## config.mk

```make
export PLATFORM = sky130hd
export DESIGN_NAME = solid_fraction_and_drag_update
export DESIGN_NICKNAME = d
export VERILOG_FILES = /design/src/sfdu_pkg.sv /design/src/solid_fraction_and_drag_update.sv
export SDC_FILE = /design/constraint.sdc
export NUM_CORES = 2
export LEC_CHECK = 0
export BUFFER_PORTS_ARGS = -buffer_cell sky130_fd_sc_hd__buf_2
export CAP_MARGIN = 20
export CORE_MARGIN = 5
export CORE_UTILIZATION = 60
export CTS_BUF_LIST = sky130_fd_sc_hd__clkbuf_4 sky130_fd_sc_hd__clkbuf_8 sky130_fd_sc_hd__clkbuf_16
export DETAILED_ROUTE_END_ITERATION = 12
export GPL_TIMING_DRIVEN = 1
export PLACE_DENSITY = 0.77
export SLEW_MARGIN = 20
export SYNTH_ARGS = -nofsm -noshare
export SYNTH_HDL_FRONTEND = slang
export SYNTH_SLANG_ARGS = --single-unit
```

## constraint.sdc

```tcl
create_clock -name clk -period 19.8 [get_ports clk]
set_input_delay 4.95 -clock clk [delete_from_list [all_inputs] [get_ports clk]]
set_output_delay 4.95 -clock clk [all_outputs]
set_load 0.1 [all_outputs]
```

## src/sfdu_pkg.sv

```systemverilog
// ----------------------------------------------------------------------------
// sfdu_pkg
// Shared constants, register indexes and sequencer states of the solid
// fraction and drag update block.
// ----------------------------------------------------------------------------
package sfdu_pkg;

    // Fixed-point formats
    localparam int FRAC_BITS      = 15;
    localparam int TEMP_FRAC_BITS = 4;
    localparam int DV_SHIFT       = FRAC_BITS + TEMP_FRAC_BITS;

    localparam logic [15:0] FRAC_ONE = 16'(1 << FRAC_BITS);

    // Stream payload widths (whole bytes)
    localparam int IN_TDATA_W  = 104;
    localparam int OUT_TDATA_W = 112;

    // Configuration port
    localparam int CFG_IDX_W  = 3;
    localparam int CFG_DATA_W = 32;

    typedef enum logic [CFG_IDX_W-1:0] {
        REG_LATENT_HEAT   = 3'd0,
        REG_LIQUIDUS_TEMP = 3'd1,
        REG_SOLIDUS_TEMP  = 3'd2,
        REG_RELAX_FACTOR  = 3'd3,
        REG_DRAG_CONSTANT = 3'd4,
        REG_DRAG_OFFSET   = 3'd5
    } sfdu_reg_t;

    // Register reset values
    localparam logic [23:0] LATENT_HEAT_RST   = 24'd270000;
    localparam logic [19:0] LIQUIDUS_TEMP_RST = 20'd28800;
    localparam logic [19:0] SOLIDUS_TEMP_RST  = 20'd27200;
    localparam logic [15:0] RELAX_FACTOR_RST  = 16'd32768;
    localparam logic [31:0] DRAG_CONSTANT_RST = 32'd100000;
    localparam logic [15:0] DRAG_OFFSET_RST   = 16'd66;

    // Shared divider remainder and iteration counter widths, accumulator width
    localparam int REM_W = 49;
    localparam int ACC_W = 113;
    localparam int CNT_W = 7;

    // Quotient bits produced per division
    localparam logic [CNT_W-1:0] LEVER_QBITS = 7'd15;
    localparam logic [CNT_W-1:0] STEP_QBITS  = 7'd17;
    localparam logic [CNT_W-1:0] DRAG_QBITS  = 7'd64;

    // Sequencer states
    typedef enum logic [4:0] {
        ST_IDLE,
        ST_START,
        ST_R1,
        ST_R2,
        ST_R3,
        ST_R4,
        ST_RCHK,
        ST_DIV,
        ST_FRAC,
        ST_D0,
        ST_D1,
        ST_D2,
        ST_D3,
        ST_D4,
        ST_D5,
        ST_D6,
        ST_D7,
        ST_D8,
        ST_D9,
        ST_D10,
        ST_DCHK,
        ST_OUT
    } sfdu_state_t;

endpackage

```

## src/solid_fraction_and_drag_update.sv

```systemverilog
// ----------------------------------------------------------------------------
// solid_fraction_and_drag_update
// Per-cell solid fraction update (lever rule or relaxed latent heat), phase
// weighting, Carman-Kozeny drag coefficient and sweep residual tracking.
// ----------------------------------------------------------------------------
// Input is not ready while a cell is in work; the next cell is taken once the
// result of the last one is loaded into the output register. The drag quotient
// of 64 bits on the shared 1-bit-per-cycle divider is the longest step when it runs.
// Reset: asynchronous, active low; registers take their default values and
// the sweep residual clears to zero.
// ----------------------------------------------------------------------------
module solid_fraction_and_drag_update
(
    input  logic                                  clk,
    input  logic                                  rst_n,
    // Input stream
    input  logic                                  s_axis_tvalid,
    output logic                                  s_axis_tready,
    // temperature[19:0], old_solid_fraction[35:20], heat_capacity[51:36],
    // phase_fraction[67:52], cell_volume[99:68], zero pad[103:100]
    input  logic [sfdu_pkg::IN_TDATA_W-1:0]       s_axis_tdata,
    // mode[0]
    input  logic                                  s_axis_tuser,
    input  logic                                  s_axis_tlast,
    // Output stream
    output logic                                  m_axis_tvalid,
    input  logic                                  m_axis_tready,
    // new_solid_fraction[15:0], weighted_solid_fraction[31:16],
    // drag_coefficient[95:32], sweep_residual[111:96]
    output logic [sfdu_pkg::OUT_TDATA_W-1:0]      m_axis_tdata,
    output logic                                  m_axis_tlast,
    // Configuration write channel
    input  logic                                  cfg_valid,
    output logic                                  cfg_ready,
    input  logic [sfdu_pkg::CFG_IDX_W-1:0]        cfg_index,
    input  logic [sfdu_pkg::CFG_DATA_W-1:0]       cfg_data
);

    // ------------------------------------------------------------------
    // Declarations
    // ------------------------------------------------------------------
    sfdu_pkg::sfdu_state_t state_reg, state_next;

    // Configuration registers
    logic [23:0] latent_heat_reg;
    logic [19:0] liquidus_temp_reg;
    logic [19:0] solidus_temp_reg;
    logic [15:0] relax_factor_reg;
    logic [31:0] drag_constant_reg;
    logic [15:0] drag_offset_reg;

    // Captured cell
    logic        mode_reg;
    logic [19:0] temp_reg;
    logic [15:0] old_reg;
    logic [15:0] cp_reg;
    logic [15:0] phase_reg;
    logic [31:0] vol_reg;
    logic        last_reg;

    // Working registers
    logic [15:0]                  sf_reg, sf_next;
    logic [15:0]                  s_reg, s_next;
    logic [35:0]                  mag_reg, mag_next;
    logic                         neg_reg, neg_next;
    logic [31:0]                  rc_reg, rc_next;
    logic [sfdu_pkg::ACC_W-1:0]   acc_reg, acc_next;
    logic [48:0]                  den_reg, den_next;
    logic [48:0]                  s2_reg, s2_next;
    logic [63:0]                  vc_reg, vc_next;
    logic [sfdu_pkg::REM_W-1:0]   rem_reg, rem_next;
    logic [sfdu_pkg::REM_W-1:0]   dvs_reg, dvs_next;
    logic [63:0]                  low_reg, low_next;
    logic [63:0]                  quo_reg, quo_next;
    logic [sfdu_pkg::CNT_W-1:0]   cnt_reg, cnt_next;
    logic                         div_drag_reg, div_drag_next;
    logic                         sat_reg, sat_next;
    logic                         drag_sat_reg, drag_sat_next;
    logic [15:0]                  res_out_reg, res_out_next;
    logic [15:0]                  resid_reg, resid_next;

    // Shared multiplier
    logic [31:0] mul_a, mul_b;
    logic [63:0] prod_reg;

    // Output register
    logic                               m_valid_reg, m_valid_next;
    logic [sfdu_pkg::OUT_TDATA_W-1:0]   m_data_reg, m_data_next;
    logic                               m_last_reg, m_last_next;

    // Combinational helpers
    logic [15:0]        old_in, phase_in;
    logic signed [20:0] gap_raw, num;
    logic [19:0]        gap_eff;
    logic               num_le_zero, num_ge_gap;
    logic signed [36:0] num_sh, inner;
    logic [36:0]        inner_abs;
    logic [23:0]        lh_eff;
    logic [42:0]        dv;
    logic [15:0]        q_eff;
    logic [15:0]        u;
    logic [49:0]        div_trial;
    logic               div_ge;
    logic [17:0]        step;
    logic [17:0]        step_sum;
    logic [15:0]        diff;
    logic [15:0]        resid_max;
    logic               out_free;

    // ------------------------------------------------------------------
    // Handshakes
    // ------------------------------------------------------------------
    assign s_axis_tready = (state_reg == sfdu_pkg::ST_IDLE);
    assign cfg_ready     = 1'b1;
    assign m_axis_tvalid = m_valid_reg;
    assign m_axis_tdata  = m_data_reg;
    assign m_axis_tlast  = m_last_reg;
    assign out_free      = !m_valid_reg || m_axis_tready;

    // ------------------------------------------------------------------
    // Configuration registers
    // ------------------------------------------------------------------
    always_ff @(posedge clk or negedge rst_n)
    begin
        if (!rst_n)
        begin
            latent_heat_reg   <= sfdu_pkg::LATENT_HEAT_RST;
            liquidus_temp_reg <= sfdu_pkg::LIQUIDUS_TEMP_RST;
            solidus_temp_reg  <= sfdu_pkg::SOLIDUS_TEMP_RST;
            relax_factor_reg  <= sfdu_pkg::RELAX_FACTOR_RST;
            drag_constant_reg <= sfdu_pkg::DRAG_CONSTANT_RST;
            drag_offset_reg   <= sfdu_pkg::DRAG_OFFSET_RST;
        end
        else if (cfg_valid && cfg_ready)
        begin
            unique case (sfdu_pkg::sfdu_reg_t'(cfg_index))
                sfdu_pkg::REG_LATENT_HEAT:   latent_heat_reg   <= cfg_data[23:0];
                sfdu_pkg::REG_LIQUIDUS_TEMP: liquidus_temp_reg <= cfg_data[19:0];
                sfdu_pkg::REG_SOLIDUS_TEMP:  solidus_temp_reg  <= cfg_data[19:0];
                sfdu_pkg::REG_RELAX_FACTOR:  relax_factor_reg  <= cfg_data[15:0];
                sfdu_pkg::REG_DRAG_CONSTANT: drag_constant_reg <= cfg_data[31:0];
                sfdu_pkg::REG_DRAG_OFFSET:   drag_offset_reg   <= cfg_data[15:0];
                default:
                begin
                end
            endcase
        end
    end

    // ------------------------------------------------------------------
    // Input capture, fractions above one saturate to one
    // ------------------------------------------------------------------
    assign old_in   = (s_axis_tdata[35:20] > sfdu_pkg::FRAC_ONE) ? sfdu_pkg::FRAC_ONE
                                                                  : s_axis_tdata[35:20];
    assign phase_in = (s_axis_tdata[67:52] > sfdu_pkg::FRAC_ONE) ? sfdu_pkg::FRAC_ONE
                                                                  : s_axis_tdata[67:52];

    always_ff @(posedge clk)
    begin
        if (s_axis_tvalid && s_axis_tready)
        begin
            mode_reg  <= s_axis_tuser;
            temp_reg  <= s_axis_tdata[19:0];
            old_reg   <= old_in;
            cp_reg    <= s_axis_tdata[51:36];
            phase_reg <= phase_in;
            vol_reg   <= s_axis_tdata[99:68];
            last_reg  <= s_axis_tlast;
        end
    end

    // ------------------------------------------------------------------
    // Temperature terms and operand conditioning
    // ------------------------------------------------------------------
    assign gap_raw     = $signed({1'b0, liquidus_temp_reg}) - $signed({1'b0, solidus_temp_reg});
    assign gap_eff     = (gap_raw[20] || (gap_raw == 21'sd0)) ? 20'd1 : gap_raw[19:0];
    assign num         = $signed({1'b0, liquidus_temp_reg}) - $signed({1'b0, temp_reg});
    assign num_le_zero = num[20] || (num == 21'sd0);
    assign num_ge_gap  = !num[20] && (num[19:0] >= gap_eff);

    // inner = num * ONE - old * gap, old * gap comes from the multiplier
    assign num_sh    = {num[20], num, 15'd0};
    assign inner     = num_sh - $signed({2'b00, prod_reg[34:0]});
    assign inner_abs = inner[36] ? 37'(-inner) : 37'(inner);

    assign lh_eff = (latent_heat_reg == 24'd0) ? 24'd1 : latent_heat_reg;
    assign dv     = {lh_eff, 19'd0};
    assign q_eff  = (drag_offset_reg == 16'd0) ? 16'd1 : drag_offset_reg;
    assign u      = sfdu_pkg::FRAC_ONE - s_reg;

    // Shared restoring divider step
    assign div_trial = {rem_reg, low_reg[63]};
    assign div_ge    = (div_trial >= {1'b0, dvs_reg});

    // Relaxed step, anything at or beyond 2^17 clamps either way
    assign step     = sat_reg ? 18'h20000 : {1'b0, quo_reg[16:0]};
    assign step_sum = {2'b00, old_reg} + step;

    // Absolute change and running maximum
    assign diff      = (old_reg >= sf_reg) ? (old_reg - sf_reg) : (sf_reg - old_reg);
    assign resid_max = (diff > resid_reg) ? diff : resid_reg;

    // ------------------------------------------------------------------
    // Shared 32x32 multiplier, product registered
    // ------------------------------------------------------------------
    always_comb
    begin
        mul_a = '0;
        mul_b = '0;
        unique case (state_reg)
            sfdu_pkg::ST_START:
            begin
                mul_a = {16'd0, old_reg};
                mul_b = {12'd0, gap_eff};
            end
            sfdu_pkg::ST_R1:
            begin
                mul_a = {16'd0, relax_factor_reg};
                mul_b = {16'd0, cp_reg};
            end
            sfdu_pkg::ST_R2:
            begin
                mul_a = prod_reg[31:0];
                mul_b = mag_reg[31:0];
            end
            sfdu_pkg::ST_R3:
            begin
                mul_a = rc_reg;
                mul_b = {28'd0, mag_reg[35:32]};
            end
            sfdu_pkg::ST_D0:
            begin
                mul_a = {16'd0, phase_reg};
                mul_b = {16'd0, sf_reg};
            end
            sfdu_pkg::ST_D2:
            begin
                mul_a = {16'd0, u};
                mul_b = {16'd0, u};
            end
            sfdu_pkg::ST_D3:
            begin
                mul_a = prod_reg[31:0];
                mul_b = {16'd0, u};
            end
            sfdu_pkg::ST_D4:
            begin
                mul_a = {16'd0, s_reg};
                mul_b = {16'd0, s_reg};
            end
            sfdu_pkg::ST_D5:
            begin
                mul_a = vol_reg;
                mul_b = drag_constant_reg;
            end
            sfdu_pkg::ST_D6:
            begin
                mul_a = prod_reg[31:0];
                mul_b = s2_reg[31:0];
            end
            sfdu_pkg::ST_D7:
            begin
                mul_a = vc_reg[31:0];
                mul_b = {15'd0, s2_reg[48:32]};
            end
            sfdu_pkg::ST_D8:
            begin
                mul_a = vc_reg[63:32];
                mul_b = s2_reg[31:0];
            end
            sfdu_pkg::ST_D9:
            begin
                mul_a = vc_reg[63:32];
                mul_b = {15'd0, s2_reg[48:32]};
            end
            default:
            begin
            end
        endcase
    end

    always_ff @(posedge clk)
    begin
        prod_reg <= mul_a * mul_b;
    end

    // ------------------------------------------------------------------
    // Sequencer next state
    // ------------------------------------------------------------------
    always_comb
    begin
        state_next = state_reg;
        unique case (state_reg)
            sfdu_pkg::ST_IDLE:
            begin
                if (s_axis_tvalid)
                begin
                    state_next = sfdu_pkg::ST_START;
                end
            end
            sfdu_pkg::ST_START:
            begin
                if (mode_reg)
                begin
                    state_next = sfdu_pkg::ST_R1;
                end
                else if (num_le_zero || num_ge_gap)
                begin
                    state_next = sfdu_pkg::ST_D0;
                end
                else
                begin
                    state_next = sfdu_pkg::ST_DIV;
                end
            end
            sfdu_pkg::ST_R1:   state_next = sfdu_pkg::ST_R2;
            sfdu_pkg::ST_R2:   state_next = sfdu_pkg::ST_R3;
            sfdu_pkg::ST_R3:   state_next = sfdu_pkg::ST_R4;
            sfdu_pkg::ST_R4:   state_next = sfdu_pkg::ST_RCHK;
            sfdu_pkg::ST_RCHK:
            begin
                if (acc_reg[67:17] >= {8'd0, dv})
                begin
                    state_next = sfdu_pkg::ST_FRAC;
                end
                else
                begin
                    state_next = sfdu_pkg::ST_DIV;
                end
            end
            sfdu_pkg::ST_DIV:
            begin
                if (cnt_reg == sfdu_pkg::CNT_W'(1))
                begin
                    state_next = div_drag_reg ? sfdu_pkg::ST_OUT : sfdu_pkg::ST_FRAC;
                end
            end
            sfdu_pkg::ST_FRAC: state_next = sfdu_pkg::ST_D0;
            sfdu_pkg::ST_D0:   state_next = sfdu_pkg::ST_D1;
            sfdu_pkg::ST_D1:   state_next = sfdu_pkg::ST_D2;
            sfdu_pkg::ST_D2:   state_next = sfdu_pkg::ST_D3;
            sfdu_pkg::ST_D3:   state_next = sfdu_pkg::ST_D4;
            sfdu_pkg::ST_D4:   state_next = sfdu_pkg::ST_D5;
            sfdu_pkg::ST_D5:   state_next = sfdu_pkg::ST_D6;
            sfdu_pkg::ST_D6:   state_next = sfdu_pkg::ST_D7;
            sfdu_pkg::ST_D7:   state_next = sfdu_pkg::ST_D8;
            sfdu_pkg::ST_D8:   state_next = sfdu_pkg::ST_D9;
            sfdu_pkg::ST_D9:   state_next = sfdu_pkg::ST_D10;
            sfdu_pkg::ST_D10:  state_next = sfdu_pkg::ST_DCHK;
            sfdu_pkg::ST_DCHK:
            begin
                if (acc_reg[112:64] >= den_reg)
                begin
                    state_next = sfdu_pkg::ST_OUT;
                end
                else
                begin
                    state_next = sfdu_pkg::ST_DIV;
                end
            end
            sfdu_pkg::ST_OUT:
            begin
                if (out_free)
                begin
                    state_next = sfdu_pkg::ST_IDLE;
                end
            end
            default:           state_next = sfdu_pkg::ST_IDLE;
        endcase
    end

    // ------------------------------------------------------------------
    // Sequencer outputs: datapath register updates
    // ------------------------------------------------------------------
    always_comb
    begin
        sf_next       = sf_reg;
        s_next        = s_reg;
        mag_next      = mag_reg;
        neg_next      = neg_reg;
        rc_next       = rc_reg;
        acc_next      = acc_reg;
        den_next      = den_reg;
        s2_next       = s2_reg;
        vc_next       = vc_reg;
        rem_next      = rem_reg;
        dvs_next      = dvs_reg;
        low_next      = low_reg;
        quo_next      = quo_reg;
        cnt_next      = cnt_reg;
        div_drag_next = div_drag_reg;
        sat_next      = sat_reg;
        drag_sat_next = drag_sat_reg;
        res_out_next  = res_out_reg;
        resid_next    = resid_reg;
        m_valid_next  = m_valid_reg;
        m_data_next   = m_data_reg;
        m_last_next   = m_last_reg;

        // Drop the result once the downstream side takes it
        if (m_valid_reg && m_axis_tready)
        begin
            m_valid_next = 1'b0;
        end

        unique case (state_reg)
            sfdu_pkg::ST_START:
            begin
                sat_next      = 1'b0;
                div_drag_next = 1'b0;
                quo_next      = '0;
                if (num_le_zero)
                begin
                    sf_next = 16'd0;
                end
                else if (num_ge_gap)
                begin
                    sf_next = sfdu_pkg::FRAC_ONE;
                end
                else
                begin
                    // Lever rule quotient (num << 15) / gap, num below gap
                    rem_next = {29'd0, num[19:0]};
                    low_next = '0;
                    dvs_next = {29'd0, gap_eff};
                    cnt_next = sfdu_pkg::LEVER_QBITS;
                end
            end
            sfdu_pkg::ST_R1:
            begin
                neg_next = inner[36];
                mag_next = inner_abs[35:0];
            end
            sfdu_pkg::ST_R2:
            begin
                rc_next = prod_reg[31:0];
            end
            sfdu_pkg::ST_R3:
            begin
                acc_next = {49'd0, prod_reg};
            end
            sfdu_pkg::ST_R4:
            begin
                acc_next = acc_reg + {17'd0, prod_reg, 32'd0};
            end
            sfdu_pkg::ST_RCHK:
            begin
                if (acc_reg[67:17] >= {8'd0, dv})
                begin
                    sat_next = 1'b1;
                end
                else
                begin
                    rem_next = acc_reg[65:17];
                    low_next = {acc_reg[16:0], 47'd0};
                    dvs_next = {6'd0, dv};
                    cnt_next = sfdu_pkg::STEP_QBITS;
                end
            end
            sfdu_pkg::ST_DIV:
            begin
                rem_next = div_ge ? sfdu_pkg::REM_W'(div_trial - {1'b0, dvs_reg})
                                  : div_trial[sfdu_pkg::REM_W-1:0];
                low_next = {low_reg[62:0], 1'b0};
                quo_next = {quo_reg[62:0], div_ge};
                cnt_next = cnt_reg - sfdu_pkg::CNT_W'(1);
            end
            sfdu_pkg::ST_FRAC:
            begin
                if (!mode_reg)
                begin
                    sf_next = quo_reg[15:0];
                end
                else if (neg_reg)
                begin
                    sf_next = (step > {2'b00, old_reg}) ? 16'd0 : 16'(old_reg - step[15:0]);
                end
                else
                begin
                    sf_next = (step_sum > {2'b00, sfdu_pkg::FRAC_ONE}) ? sfdu_pkg::FRAC_ONE
                                                                      : step_sum[15:0];
                end
            end
            sfdu_pkg::ST_D0:
            begin
                // Track the sweep maximum, clear it after the last cell
                res_out_next = resid_max;
                resid_next   = last_reg ? 16'd0 : resid_max;
            end
            sfdu_pkg::ST_D1:
            begin
                s_next = prod_reg[2*sfdu_pkg::FRAC_BITS:sfdu_pkg::FRAC_BITS];
            end
            sfdu_pkg::ST_D4:
            begin
                // (1 - s)^3 in Q.48 plus offset q in Q.48
                den_next = {prod_reg[45:0], 3'd0} + {1'b0, q_eff, 32'd0};
            end
            sfdu_pkg::ST_D5:
            begin
                s2_next = {prod_reg[30:0], 18'd0};
            end
            sfdu_pkg::ST_D6:
            begin
                vc_next = prod_reg;
            end
            sfdu_pkg::ST_D7:
            begin
                acc_next = {49'd0, prod_reg};
            end
            sfdu_pkg::ST_D8, sfdu_pkg::ST_D9:
            begin
                acc_next = acc_reg + {17'd0, prod_reg, 32'd0};
            end
            sfdu_pkg::ST_D10:
            begin
                acc_next = acc_reg + {prod_reg[48:0], 64'd0};
            end
            sfdu_pkg::ST_DCHK:
            begin
                div_drag_next = 1'b1;
                quo_next      = '0;
                if (acc_reg[112:64] >= den_reg)
                begin
                    drag_sat_next = 1'b1;
                end
                else
                begin
                    drag_sat_next = 1'b0;
                    rem_next      = acc_reg[112:64];
                    low_next      = acc_reg[63:0];
                    dvs_next      = den_reg;
                    cnt_next      = sfdu_pkg::DRAG_QBITS;
                end
            end
            sfdu_pkg::ST_OUT:
            begin
                if (out_free)
                begin
                    m_valid_next = 1'b1;
                    m_last_next  = last_reg;
                    m_data_next  = {res_out_reg,
                                    (drag_sat_reg ? {64{1'b1}} : quo_reg),
                                    s_reg,
                                    sf_reg};
                end
            end
            default:
            begin
            end
        endcase
    end

    // ------------------------------------------------------------------
    // Control registers
    // ------------------------------------------------------------------
    always_ff @(posedge clk or negedge rst_n)
    begin
        if (!rst_n)
        begin
            state_reg   <= sfdu_pkg::ST_IDLE;
            m_valid_reg <= 1'b0;
            resid_reg   <= '0;
        end
        else
        begin
            state_reg   <= state_next;
            m_valid_reg <= m_valid_next;
            resid_reg   <= resid_next;
        end
    end

    // ------------------------------------------------------------------
    // Payload registers
    // ------------------------------------------------------------------
    always_ff @(posedge clk)
    begin
        sf_reg       <= sf_next;
        s_reg        <= s_next;
        mag_reg      <= mag_next;
        neg_reg      <= neg_next;
        rc_reg       <= rc_next;
        acc_reg      <= acc_next;
        den_reg      <= den_next;
        s2_reg       <= s2_next;
        vc_reg       <= vc_next;
        rem_reg      <= rem_next;
        dvs_reg      <= dvs_next;
        low_reg      <= low_next;
        quo_reg      <= quo_next;
        cnt_reg      <= cnt_next;
        div_drag_reg <= div_drag_next;
        sat_reg      <= sat_next;
        drag_sat_reg <= drag_sat_next;
        res_out_reg  <= res_out_next;
        m_data_reg   <= m_data_next;
        m_last_reg   <= m_last_next;
    end

endmodule

```

==> impl_metrics.xml <==
<?xml version="1.0" encoding="UTF-8"?>
<metrics>
  <group name="cells_and_area">
    <metric name="final_nets" unit="">11386</metric>
    <metric name="nFillCells" unit="">12109</metric>
    <metric name="largest_register_ff_count" unit="">113</metric>
    <metric name="final_design_area_no_fill" unit="mm2">0.1017</metric>
    <metric name="finish.cell_count_without_fillers" unit="">11817</metric>
    <metric name="final_layout_size_suffix_gt1_frac" unit="">0.1087</metric>
    <metric name="layout-area-overhead-vs-synth" unit="%">9.211</metric>
  </group>
  <group name="clock_tree">
    <metric name="post-cts-setup-buffers" unit="">0</metric>
    <metric name="clock_sinks" unit="">1036</metric>
    <metric name="later_pin_clock_latency_in_the_skew_report" unit="ns">0.81</metric>
    <metric name="cts_inserted_buffers" unit="">113</metric>
    <metric name="ctsResizeCount" unit="">0</metric>
    <metric name="cts_max_path_buffers" unit="">3</metric>
    <metric name="cts_tree" unit="">yes</metric>
    <metric name="clock_tree.root_cell" unit="">sky130_fd_sc_hd__clkbuf_16</metric>
    <metric name="post_cts_hold_buffer_count" unit="">0</metric>
    <metric name="cts_htree_levels" unit="">3</metric>
    <metric name="path_clk_slew" unit="ns">0.07</metric>
  </group>
  <group name="placement">
    <metric name="dp_hpwl" unit="um">255400</metric>
    <metric name="post_dp_cell_area" unit="mm2">0.09744</metric>
    <metric name="place_congestion" unit="">1.042</metric>
    <metric name="port_buffers" unit="">256</metric>
    <metric name="dpl.cell_count" unit="">11572</metric>
  </group>
  <group name="detailed_routing">
    <metric name="routed_wirelength" unit="um">339500</metric>
    <metric name="wl_met2" unit="um">141500</metric>
    <metric name="drt-initial-drc-count" unit="">10358</metric>
    <metric name="met1_length" unit="um">116700</metric>
    <metric name="vias_per_cell" unit="">6.580</metric>
    <metric name="detailroute.wirelength.met3" unit="um">51620</metric>
    <metric name="drc_errors" unit="">0</metric>
    <metric name="route.detailed.wl_per_inst" unit="um">28.73</metric>
    <metric name="antenna_violating_nets_post_route" unit="">0</metric>
    <metric name="highest_layer" unit="">met5</metric>
    <metric name="drt_first_pass_iters" unit="">10</metric>
    <metric name="route.vias.total" unit="">77759</metric>
  </group>
  <group name="global_routing">
    <metric name="grt_max_degree" unit="">88</metric>
    <metric name="global_route.overflow_total" unit="">0</metric>
    <metric name="global_route_wire_length_before_repair" unit="um">493400</metric>
    <metric name="grt_util_all_layers" unit="">0.4109</metric>
    <metric name="first_global_vias" unit="">76543</metric>
    <metric name="antenna_found_initial" unit="">27</metric>
  </group>
  <group name="worst_setup_path">
    <metric name="worst-r2r-cell-count" unit="">37</metric>
    <metric name="crit_path_start_kind" unit="">register</metric>
    <metric name="r2r-start" unit="">liquidus_temp_reg[1]</metric>
    <metric name="worst_ep_required_time" unit="ns">20.42</metric>
    <metric name="crit_type" unit="">register to register</metric>
    <metric name="ff2ff_setup_slack" unit="ns">5.30</metric>
    <metric name="cpMostUsedCell" unit="">sky130_fd_sc_hd__fa_1</metric>
    <metric name="worstPathArrival" unit="ns">15.12</metric>
    <metric name="crit_start" unit="">liquidus_temp_reg[1]</metric>
    <metric name="cpMaxStageDelayCell" unit="">sky130_fd_sc_hd__a21boi_2</metric>
    <metric name="critPathMaxStageDelay" unit="ns">0.96</metric>
    <metric name="regToRegEndpoint" unit="">prod_reg[61]</metric>
    <metric name="timing.critical_path.to_type" unit="">register</metric>
    <metric name="worstPathMaxFanout" unit="">16</metric>
  </group>
  <group name="hold_path">
    <metric name="end_of_the_worst_hold_path" unit="">m_axis_tdata[105]</metric>
    <metric name="holdCritStartpoint" unit="">res_out_reg[9]</metric>
    <metric name="worstHoldPathType" unit="">register to register</metric>
    <metric name="hold-path-cell-count" unit="">0</metric>
  </group>
  <group name="floorplan">
    <metric name="die_h" unit="um">404</metric>
    <metric name="design.die.area" unit="mm2">0.1632</metric>
    <metric name="core-area" unit="mm2">0.1542</metric>
    <metric name="floorplan.io_pins" unit="">262</metric>
    <metric name="num_rows" unit="">144</metric>
    <metric name="floorplan.initialDensity" unit="">0.6039</metric>
    <metric name="horizontal_extent_of_the_die" unit="um">404</metric>
  </group>
  <group name="timing">
    <metric name="final_skew" unit="ns">0.09885</metric>
    <metric name="timing.fmax" unit="GHz">0.06896</metric>
    <metric name="timing.slew.headroom" unit="">0.1530</metric>
    <metric name="layout_worst_path_cycle_share" unit="">0.7324</metric>
    <metric name="tightestPinTransition" unit="ns">1.269</metric>
    <metric name="final.setup.tns" unit="ns">0</metric>
    <metric name="finalSetupViolCount" unit="">0</metric>
    <metric name="finalCriticalPeriod" unit="ns">14.50</metric>
    <metric name="slew_viol_final" unit="">0</metric>
    <metric name="hold_viol_final" unit="">0</metric>
    <metric name="setup_repair_after_global_routing_missed_its_margin" unit="">false</metric>
  </group>
  <group name="synthesis">
    <metric name="synth_top_cell_area_share" unit="">0.2650</metric>
    <metric name="top_reg_cell_synth" unit="">sky130_fd_sc_hd__edfxtp_1</metric>
    <metric name="yosysWarnings" unit="">0</metric>
    <metric name="async_flop_share" unit="">0.1448</metric>
    <metric name="muxShareOfSynthArea" unit="">0.01568</metric>
    <metric name="synthesis.area_per_instance" unit="um2">9.821</metric>
    <metric name="synth_seq_area_share" unit="">0.3194</metric>
    <metric name="synth_cell_types" unit="">102</metric>
    <metric name="synth_cells" unit="">9484</metric>
    <metric name="synth_top_family_by_area" unit="">adder cells</metric>
    <metric name="synthesis.area" unit="mm2">0.09314</metric>
    <metric name="yosys.area_share.simple" unit="">0.1312</metric>
    <metric name="synth.top_cells.by_area" unit="">sky130_fd_sc_hd__edfxtp_1 (27%), sky130_fd_sc_hd__fa_1 (19%), sky130_fd_sc_hd__ha_1 (9.3%)</metric>
    <metric name="post-synth-top-area-cell" unit="">sky130_fd_sc_hd__edfxtp_1</metric>
    <metric name="synth_seq_cells" unit="">1036</metric>
    <metric name="synth_enable_flop_cells" unit="">822</metric>
    <metric name="synth-compound-area-share" unit="">0.1365</metric>
    <metric name="synth_fa_ha_area_frac" unit="">0.2873</metric>
    <metric name="synthXorXnorAreaFrac" unit="">0.03630</metric>
    <metric name="mappedNetlistNets" unit="">11225</metric>
  </group>
  <group name="run_status">
    <metric name="status" unit="">finished clean</metric>
  </group>
  <group name="job">
    <metric name="max_cap_violations" unit="">0</metric>
  </group>
</metrics>
[cell usage after synthesis (85+ instances only)]
cell type and number:
sky130_fd_sc_hd__inv_1 1352, sky130_fd_sc_hd__nand2_1 963, sky130_fd_sc_hd__fa_1 906, sky130_fd_sc_hd__edfxtp_1 822, sky130_fd_sc_hd__nor2_1 753, sky130_fd_sc_hd__ha_1 689
sky130_fd_sc_hd__a21oi_1 438, sky130_fd_sc_hd__clkbuf_1 394, sky130_fd_sc_hd__o21ai_0 368, sky130_fd_sc_hd__xnor2_1 247, sky130_fd_sc_hd__a21o_1 192, sky130_fd_sc_hd__xor2_1 139
sky130_fd_sc_hd__nand3_1 125, sky130_fd_sc_hd__dfrtp_1 124, sky130_fd_sc_hd__nor3_1 119, sky130_fd_sc_hd__a22oi_1 118, sky130_fd_sc_hd__mux2_2 110, sky130_fd_sc_hd__and2_1 105
sky130_fd_sc_hd__or2_2 95, sky130_fd_sc_hd__nand4_1 93, sky130_fd_sc_hd__nand2b_1 85
[routing by layer]
| layer | track usage | vias to the layer above |
|---|---|---|
| li1 | - | 32650 |
| met2 | 0.5892 | 5658 |
| met4 | 0.2825 | 20 |
| met1 | 0.5126 | 38036 |
| met5 | 0 | - |
| met3 | 0.1617 | 1395 |
[worst max-delay path, delay by kind of cell (launching register included)]
family / cells / cell delay, ns
xor gates and xnor gates: 2 / 0.73
adders and majority gates: 10 / 4.83
buffers and inverters: 5 / 0.42
AOI/OAI and AO/OA: 12 / 5.51
DFF: 1 / 0.44
and+or+nand+nor: 8 / 2.36
[cell type report]
cell class / count / area [um2] / area share
tap: 2044 / 2557 / 0.02514
timing repair buffer: 496 / 3107 / 0.03054
multi-input combinational: 6644 / 57030 / 0.5606
clock buffer: 137 / 3058 / 0.03006
clock inverter: 78 / 1066 / 0.01048
antenna: 28 / 70.07 / 0.0006888
inverter: 1354 / 5085 / 0.04999
sequential: 1036 / 29750 / 0.2925
[layout by cell type (no fill, tap or decap), drive strengths merged, types with 93 or more instances in the layout]
cell type  netlist  final
o21ai          378    378
nand4           93     93
nand3          125    125
inv           1353   1363
nand2          963    963
clkbuf         394    137
dfrtp          124    124
nor3           129    129
xnor2          247    247
ha             689    689
nor2           754    754
a22oi          118    118
buf             56    496
fa             906    906
edfxtp         822    822
xor2           139    139
or2             95     95
mux2           111    111
and2           105    105
a21o           192    192
a21oi          444    444
[cell families after synthesis]
group	Yosys count
and+or+nand+nor	2644
AOI/OAI and AO/OA	1886
buffers and inverters	1804
adders and majority gates	1595
DFF	1036
xor gates and xnor gates	386
muxes	132
other	1
[metrics by stage]
step	setup WS [ns]	utilization	hold slack [ns]
after floorplan	5.068	-	0.4003
after global placement	5.777	0.6317	0.4040
after detailed placement	5.762	0.6318	0.4045
after CTS	5.582	0.6586	0.4200
after global routing	4.958	0.6591	0.4284
final	5.299	0.6596	0.4188
[worst max-delay path by stage]
stage	endpoint	slack, ns	cells past startpoint
6_report	prod_reg[61]	5.30	37
5_1_grt	prod_reg[61]	4.96	39
4_1_cts	prod_reg[61]	5.58	37
3_5_place_dp	prod_reg[61]	5.76	37
3_3_place_gp	prod_reg[61]	5.78	41
2_1_floorplan	cnt_reg[0]	5.07	26
Power is left out: the tool's default activity adds up to more than one toggle a clock period on the data nets, which glitch-free logic cannot reach.
